<file path="config.mk">
export PLATFORM = sky130hd
export DESIGN_NAME = bounded_circular_list_engine_top
export DESIGN_NICKNAME = d
export VERILOG_FILES = /design/src/design/bcle_pkg.sv /design/src/design/bounded_circular_list_engine_top.sv /design/src/design/bcle_ctrl.sv /design/src/design/bcle_dp.sv
export SDC_FILE = /design/constraint.sdc
export NUM_CORES = 1
export LEC_CHECK = 0
export BUFFER_PORTS_ARGS = -buffer_cell sky130_fd_sc_hd__buf_2
export CORE_AREA = 10 10 278 280
export CTS_CLUSTER_DIAMETER = 50
export DETAILED_ROUTE_END_ITERATION = 10
export DIE_AREA = 0 0 288 290
export GPL_ROUTABILITY_DRIVEN = 0
export PLACE_DENSITY = 0.48
export SKIP_LAST_GASP = 1
export SYNTH_ARGS = -nofsm -noshare
export SYNTH_HDL_FRONTEND = slang
export SYNTH_SLANG_ARGS = --single-unit
</file>
<file path="constraint.sdc">
create_clock -name clk -period 12.67 [get_ports clk]
set_clock_uncertainty 0.1 [all_clocks]
set_input_delay 0.6335 -clock clk [delete_from_list [all_inputs] [get_ports clk]]
set_output_delay 0.6335 -clock clk [all_outputs]
set_load 0.05 [all_outputs]
</file>
<file path="src/design/bcle_pkg.sv">
// Shared types, constants and helpers for the bounded circular list engine.
// Used by the controller, the datapath and the top level; depends on nothing.
package bcle_pkg;

	localparam int CAPACITY = 16;
	localparam int IDX_W    = $clog2(CAPACITY);
	localparam int CNT_W    = $clog2(CAPACITY + 1);
	localparam int DATA_W   = 32;

	typedef enum logic [1:0] {
		OP_ADD_FRONT = 2'd0,
		OP_ADD_BACK  = 2'd1,
		OP_SEARCH    = 2'd2,
		OP_REMOVE    = 2'd3
	} op_t;

	typedef enum logic [1:0] {
		ST_OK    = 2'd0,
		ST_FULL  = 2'd1,
		ST_EMPTY = 2'd2
	} status_t;

	typedef enum logic [2:0] {
		S_IDLE,
		S_DECODE,
		S_ADD,
		S_SCAN,
		S_DONE
	} state_t;

	// Commands from the controller to the datapath.
	typedef struct packed {
		logic accept;
		logic do_add;
		logic scan_start;
		logic scan;
		logic load_out;
	} cmd_t;

	// Status from the datapath to the controller.
	typedef struct packed {
		logic is_add;
		logic refused;
		logic scan_done;
		logic out_free;
	} dp_status_t;

	// Physical slot of the entry at a given offset from the head.
	function automatic logic [IDX_W-1:0] slot_of(input logic [IDX_W-1:0] head,
			input logic [CNT_W-1:0] off);
		logic [CNT_W:0] sum;
		sum = (CNT_W+1)'(head) + (CNT_W+1)'(off);
		if (sum >= (CNT_W+1)'(CAPACITY)) begin
			sum = sum - (CNT_W+1)'(CAPACITY);
		end
		return sum[IDX_W-1:0];
	endfunction

endpackage

</file>
<file path="src/design/bounded_circular_list_engine_top.sv">
// An add passes through decode and the add state to done; a search or remove walks the held
// entries through the single comparator, one held entry per cycle; a full list for an add or
// an empty list for a search or remove goes from decode straight to done.
// One transaction at a time: the next is accepted the cycle after the result is loaded, even
// while that result is still stalled. Reset clears head, count and control; store contents
// are undefined, no clearing pass. Top level; uses bcle_pkg, bcle_ctrl and bcle_dp.
module bounded_circular_list_engine_top import bcle_pkg::*; (
	input  logic                     clk,
	input  logic                     arst_n,
	input  logic                     in_valid,
	output logic                     in_stall,
	input  logic [1:0]               op,
	input  logic signed [DATA_W-1:0] value,
	output logic                     out_valid,
	input  logic                     out_stall,
	output logic [1:0]               status,
	output logic                     found,
	output logic [CNT_W-1:0]         removed_count,
	output logic [CNT_W-1:0]         count
);

	cmd_t       cmd;
	dp_status_t st;

	bcle_ctrl u_ctrl (
		.clk      (clk),
		.arst_n   (arst_n),
		.in_valid (in_valid),
		.in_stall (in_stall),
		.st       (st),
		.cmd      (cmd)
	);

	bcle_dp u_dp (
		.clk           (clk),
		.arst_n        (arst_n),
		.cmd           (cmd),
		.st            (st),
		.op            (op),
		.value         (value),
		.out_valid     (out_valid),
		.out_stall     (out_stall),
		.status        (status),
		.found         (found),
		.removed_count (removed_count),
		.count         (count)
	);

endmodule

</file>
<file path="src/design/bcle_ctrl.sv">
// Controller state machine of the bounded circular list engine.
// Depends on bcle_pkg; drives commands to bcle_dp and the input stall.
module bcle_ctrl import bcle_pkg::*; (
	input  logic       clk,
	input  logic       arst_n,
	input  logic       in_valid,
	output logic       in_stall,
	input  dp_status_t st,
	output cmd_t       cmd
);

	state_t state_q;
	state_t state_d;

	always_ff @(posedge clk or negedge arst_n) begin
		if (!arst_n) begin
			state_q <= S_IDLE;
		end else begin
			state_q <= state_d;
		end
	end

	always_comb begin
		state_d = state_q;
		case (state_q)
			S_IDLE: begin
				if (in_valid) begin
					state_d = S_DECODE;
				end
			end
			S_DECODE: begin
				if (st.refused) begin
					state_d = S_DONE;
				end else if (st.is_add) begin
					state_d = S_ADD;
				end else begin
					state_d = S_SCAN;
				end
			end
			S_ADD: begin
				state_d = S_DONE;
			end
			S_SCAN: begin
				if (st.scan_done) begin
					state_d = S_DONE;
				end
			end
			S_DONE: begin
				if (st.out_free) begin
					state_d = S_IDLE;
				end
			end
			default: begin
				state_d = S_IDLE;
			end
		endcase
	end

	always_comb begin
		cmd      = '0;
		in_stall = 1'b1;
		case (state_q)
			S_IDLE: begin
				in_stall   = 1'b0;
				cmd.accept = in_valid;
			end
			S_DECODE: begin
				cmd.scan_start = !st.refused && !st.is_add;
			end
			S_ADD: begin
				cmd.do_add = 1'b1;
			end
			S_SCAN: begin
				cmd.scan = 1'b1;
			end
			S_DONE: begin
				cmd.load_out = st.out_free;
			end
			default: begin
				in_stall = 1'b1;
			end
		endcase
	end

endmodule

</file>
<file path="src/design/bcle_dp.sv">
// Datapath of the bounded circular list engine: entry store, head and count,
// the single comparator walk and the result register. Depends on bcle_pkg.
module bcle_dp import bcle_pkg::*; (
	input  logic                     clk,
	input  logic                     arst_n,
	input  cmd_t                     cmd,
	output dp_status_t               st,
	input  logic [1:0]               op,
	input  logic signed [DATA_W-1:0] value,
	output logic                     out_valid,
	input  logic                     out_stall,
	output logic [1:0]               status,
	output logic                     found,
	output logic [CNT_W-1:0]         removed_count,
	output logic [CNT_W-1:0]         count
);

	logic [DATA_W-1:0] mem [CAPACITY];

	op_t               op_q;
	logic [DATA_W-1:0] val_q;
	status_t           res_q;
	logic [IDX_W-1:0]  head_q;
	logic [CNT_W-1:0]  count_q;
	logic [CNT_W-1:0]  rd_idx_q;
	logic [CNT_W-1:0]  kept_q;
	logic              found_q;
	logic              cmp_vld_s1;
	logic [DATA_W-1:0] rd_data_s1;

	logic              out_vld_q;
	status_t           out_status_q;
	logic              out_found_q;
	logic [CNT_W-1:0]  out_removed_q;
	logic [CNT_W-1:0]  out_count_q;

	op_t               in_op;
	status_t           in_res;
	logic              issue;
	logic              match;
	logic [IDX_W-1:0]  front_head;
	logic              we;
	logic [IDX_W-1:0]  waddr;
	logic [DATA_W-1:0] wdata;
	logic              is_remove_ok;
	logic [CNT_W-1:0]  new_count;
	logic [CNT_W-1:0]  removed;

	assign in_op = op_t'(op);

	always_comb begin
		in_res = ST_OK;
		if (in_op == OP_ADD_FRONT || in_op == OP_ADD_BACK) begin
			if (count_q >= CNT_W'(CAPACITY)) begin
				in_res = ST_FULL;
			end
		end else if (count_q == '0) begin
			in_res = ST_EMPTY;
		end
	end

	assign issue      = cmd.scan && (rd_idx_q < count_q);
	assign match      = (rd_data_s1 == val_q);
	assign front_head = (head_q == '0) ? IDX_W'(CAPACITY - 1) : head_q - 1'b1;

	// One write port: an add writes the new entry, a remove writes back survivors
	// behind the read pointer, which never overtakes it.
	always_comb begin
		we    = 1'b0;
		waddr = slot_of(head_q, kept_q);
		wdata = rd_data_s1;
		if (cmd.do_add) begin
			we    = 1'b1;
			wdata = val_q;
			waddr = (op_q == OP_ADD_FRONT) ? front_head : slot_of(head_q, count_q);
		end else if (cmp_vld_s1 && !match && op_q == OP_REMOVE) begin
			we = 1'b1;
		end
	end

	always_ff @(posedge clk) begin
		if (we) begin
			mem[waddr] <= wdata;
		end
		if (issue) begin
			rd_data_s1 <= mem[slot_of(head_q, rd_idx_q[CNT_W-1:0])];
		end
	end

	always_ff @(posedge clk) begin
		if (cmd.accept) begin
			val_q <= value;
		end
	end

	always_comb begin
		is_remove_ok = (op_q == OP_REMOVE) && (res_q == ST_OK);
		new_count    = is_remove_ok ? kept_q : count_q;
		removed      = is_remove_ok ? count_q - kept_q : '0;
	end

	always_ff @(posedge clk or negedge arst_n) begin
		if (!arst_n) begin
			op_q          <= OP_ADD_FRONT;
			res_q         <= ST_OK;
			head_q        <= '0;
			count_q       <= '0;
			rd_idx_q      <= '0;
			kept_q        <= '0;
			found_q       <= 1'b0;
			cmp_vld_s1    <= 1'b0;
			out_vld_q     <= 1'b0;
			out_status_q  <= ST_OK;
			out_found_q   <= 1'b0;
			out_removed_q <= '0;
			out_count_q   <= '0;
		end else begin
			if (cmd.accept) begin
				op_q    <= in_op;
				res_q   <= in_res;
				found_q <= 1'b0;
			end
			if (cmd.do_add) begin
				count_q <= count_q + 1'b1;
				if (op_q == OP_ADD_FRONT) begin
					head_q <= front_head;
				end
			end
			if (cmd.scan_start) begin
				rd_idx_q   <= '0;
				kept_q     <= '0;
				cmp_vld_s1 <= 1'b0;
			end else begin
				cmp_vld_s1 <= issue;
				if (issue) begin
					rd_idx_q <= rd_idx_q + 1'b1;
				end
				if (cmp_vld_s1) begin
					if (match) begin
						if (op_q == OP_SEARCH) begin
							found_q <= 1'b1;
						end
					end else begin
						kept_q <= kept_q + 1'b1;
					end
				end
			end
			if (cmd.load_out) begin
				count_q       <= new_count;
				out_vld_q     <= 1'b1;
				out_status_q  <= res_q;
				out_found_q   <= found_q;
				out_removed_q <= removed;
				out_count_q   <= new_count;
			end else if (!out_stall) begin
				out_vld_q <= 1'b0;
			end
		end
	end

	assign st.is_add    = (op_q == OP_ADD_FRONT) || (op_q == OP_ADD_BACK);
	assign st.refused   = (res_q != ST_OK);
	assign st.scan_done = !issue;
	assign st.out_free  = !out_vld_q || !out_stall;

	assign out_valid     = out_vld_q;
	assign status        = out_status_q;
	assign found         = out_found_q;
	assign removed_count = out_removed_q;
	assign count         = out_count_q;

	a_count_bound: assert property (@(posedge clk) disable iff (!arst_n)
		count_q <= CNT_W'(CAPACITY))
		else $error("entry count exceeds capacity");

	a_kept_behind_read: assert property (@(posedge clk) disable iff (!arst_n)
		kept_q <= rd_idx_q)
		else $error("compaction write pointer overtook read pointer");

	a_read_in_range: assert property (@(posedge clk) disable iff (!arst_n)
		cmd.scan |-> (rd_idx_q <= count_q))
		else $error("scan read index ran past the held entries");

	a_found_search_only: assert property (@(posedge clk) disable iff (!arst_n)
		found_q |-> (op_q == OP_SEARCH))
		else $error("found flag set by a request other than search");

endmodule
</file>
==> results.md <==
* Worst setup startpoint: u_dp.head_q[0]$_DFFE_PN0P_
* Max Clk Rate at 212 MHz
* First-iteration detailed-routing DRC count at 859
* H-tree lvl count at 3
* ANT nets after route at 0
* Multi-input gate area at 6270 um^2
* Clock Sinks at 618
* Main synth FF type: edfxtp_1
* Max-cap violation count at 0
* Worst slew pin tran at 1.10 ns
* Pwr/cell area at 278 nW/um^2
* Fin cells at 2475
* Post-Route Setup TNS at 0 ns
* First-pass GRT wire length at 92.7 mm
* Latest clock arrival within the worst-skew pair at 0.62 ns
* Minimum clock period at 4.71 ns
* Setup-failing EPs final at 0
* TritonCTS Buffers at 78
* Die area at 83500 um^2
* Yosys top cell area share at 69.6%
* RSZ-0062 raised after global routing: no
* Top post-synthesis cells by area: edfxtp_1 70%, mux4_2 12%, dfrtp_1 4.2%
* Hold Path Class: input pin to async pin
* DRC at 0
* GRT Total Usage at 15.2%
* Filler Cell Count at 6426
* Yosys cell types at 55
* Number of vias in the routed layout at 12700
* Root Driver: clkbuf_16
* Starting Density at 34.8%
* Critical Path AT at 4.92 ns
* Required @ worst endpoint at 12.88 ns
* Worst slew margin at 26.7%
* Post-synth EDFFs at 576
* GR Overflow Total at 0
* Share of layout cells above drive strength 1 at 24.5%
* Cells after synthesis at 1367
* Crit Path Max Fanout at 49
* FF/Latch Area at 18300 um^2
* Initial antenna violation count at 0
* Cts hold-fix bufs at 0
* Clk buf depth at 3
* Yosys top cell by area: edfxtp_1
* Final WL at 63.5 mm
* Mapped Avg Cell Area at 18.2 um^2
* Largest net degree at the start of global routing at 65
* Routed vias/inst at 5.14
* Outcome: finished clean
* Number of port buffers at 52
* Final hold vios at 0
* Peak supply drop at 262 uV
* Die height at 290 um
* Antenna cells at 0
* IO Pins at 53
* Post-synthesis sequential area ratio at 73.8%
* Core area at 71400 um^2
* Routed wire per std cell at 25.7 um
* Commonest cells post-synth: 576 x edfxtp_1, 200 x nand2_1, 128 x mux4_2
* Most frequent cell after synthesis: edfxtp_1
* TritonCTS clock tree: done
* CTS resizes at 0
* Number of global-route vias before repair at 13100
* Mapped cell area at 24900 um^2
* Worst R2R Start: u_dp.head_q[0]$_DFFE_PN0P_
* Syn_nets at 1431
* Worst Setup Start Kind: flop
* Seq cells post-synth at 618
* Period utilization at 37.2%
* CP Class: flop to flop
* Inst Count DP at 2333
* FP Rows at 98
* Clk slew on worst S/H paths at 0.05 ns
* Drt pass-1 iters at 5
* Async S/R FF share, synth at 6.80%
* CP endpoint kind: flop
* Synth warnings at 0
* Post-CTS setup buffer count at 0
* Chip Width at 288 um
* Worst hold slack at 0.0881 ns
* Layout net count at 1527
* Area growth syn-to-layout at 16.8%
* Final Max Tran Viols at 0
* Dpl hpwl at 31.1 mm
* Lkg Pwr at 9.68 nW
[state kept, by name (all words and copies together) (netlist names), 4 cells and up]
register	flops
u_dp.mem	512
u_dp.rd_data_s1	32
u_dp.val_q	32
u_dp.count	5
u_dp.count_q	5
u_dp.kept_q	5
u_dp.rd_idx_q	5
u_dp.removed_count	5
u_dp.head_q	4
[metrics by stage]
stage,total power [mW],utilization (%),cell area (um^2),worst slack [ns]
3_5_place_dp,5.93,37.0,26400,7.88
4_1_cts,8.20,40.7,29000,7.87
5_1_grt,8.53,40.7,29000,7.67
6_report,8.07,40.7,29000,7.96
2_1_floorplan,5.03,-,24900,8.25
3_3_place_gp,5.91,37.0,26400,7.93
[layout make-up]
cell class,instances,area share [%]
multi-input combinational,660,21.6
clock buffer,90,7.03
sequential,618,63.2
inverter,23,0.297
timing repair buffer,82,1.67
tap,950,4.10
clock inverter,52,2.11
[cell families (layout without fill, tap and decap cells)]
group	after synthesis	count (layout)	synth area share [%]
AOI/OAI and AO/OA	136	136	3.69
adders and majority gates	26	26	1.43
muxes	135	135	11.9
xor gates and xnor gates	52	52	1.83
DFF	618	618	73.8
and+or+nand+nor	311	311	5.78
buffers and inverters	89	247	1.58
[critical path: stages, from the launching register on]
cell and delay (ns):
dfrtp_1 0.49, ha_4 0.18, inv_1 0.05, fa_4 1.18
buf_4 0.70, buf_4 0.76, mux4_2 0.40, and2_1 0.17
a211oi_1 0.25, a31oi_1 0.07
[worst paths after layout]
kind | endpoint | slack, ns | cells past startpoint
max | u_dp.rd_data_s1[25]$_DFFE_PP_ | 7.96 | 9
min | u_dp.removed_count[2]$_DFFE_PN0P_ | 0.09 | 1
max reg2reg | u_dp.rd_data_s1[25]$_DFFE_PP_ | 7.96 | 9
min reg2reg | u_dp.count[3]$_DFFE_PN0P_ | 0.38 | 2
max in group asynchronous | u_dp.rd_idx_q[0]$_DFFE_PN0P_ | 11.75 | 1
min in group clk | u_dp.val_q[20]$_DFFE_PP_ | 0.09 | 1
[where the power goes]
group	internal [mW]	switching (mW)	total, mW
clock network	1.36	0.881	2.24
registers	2.72	0.133	2.85
logic	1.16	1.81	2.97
[layout by cell type (no fill, tap or decap), types with 6 or more instances in the layout]
| cell | netlist | final |
|---|---|---|
| edfxtp_1 | 576 | 576 |
| nand2_1 | 200 | 200 |
| mux4_2 | 128 | 128 |
| clkbuf_16 | 0 | 80 |
| buf_2 | 16 | 52 |
| xnor2_1 | 46 | 44 |
| dfrtp_1 | 42 | 42 |
| and2_1 | 33 | 33 |
| a211oi_1 | 32 | 32 |
| a31oi_1 | 32 | 32 |
| buf_4 | 8 | 30 |
| a21oi_1 | 21 | 21 |
| inv_1 | 23 | 21 |
| nor2_1 | 21 | 21 |
| ha_1 | 22 | 21 |
| o21ai_0 | 13 | 13 |
| nor3_2 | 4 | 12 |
| nand4_1 | 11 | 11 |
| clkinv_1 | 0 | 11 |
| clkbuf_1 | 35 | 10 |
| bufinv_16 | 0 | 9 |
| clkinv_2 | 0 | 9 |
| nand3_1 | 8 | 8 |
| a21o_1 | 7 | 7 |
| o21ai_1 | 7 | 7 |
| inv_6 | 0 | 6 |
[layer usage]
metal  global-route usage (%)  wire [um]  vias up
met4                     3.70       1170        0
met1                     20.7      28400     6759
met5                        0          0        -
met3                     3.12       3070       83
met2                     24.5      30900      282
li1                         -          -     5596
(Power assumes the default switching activity.)
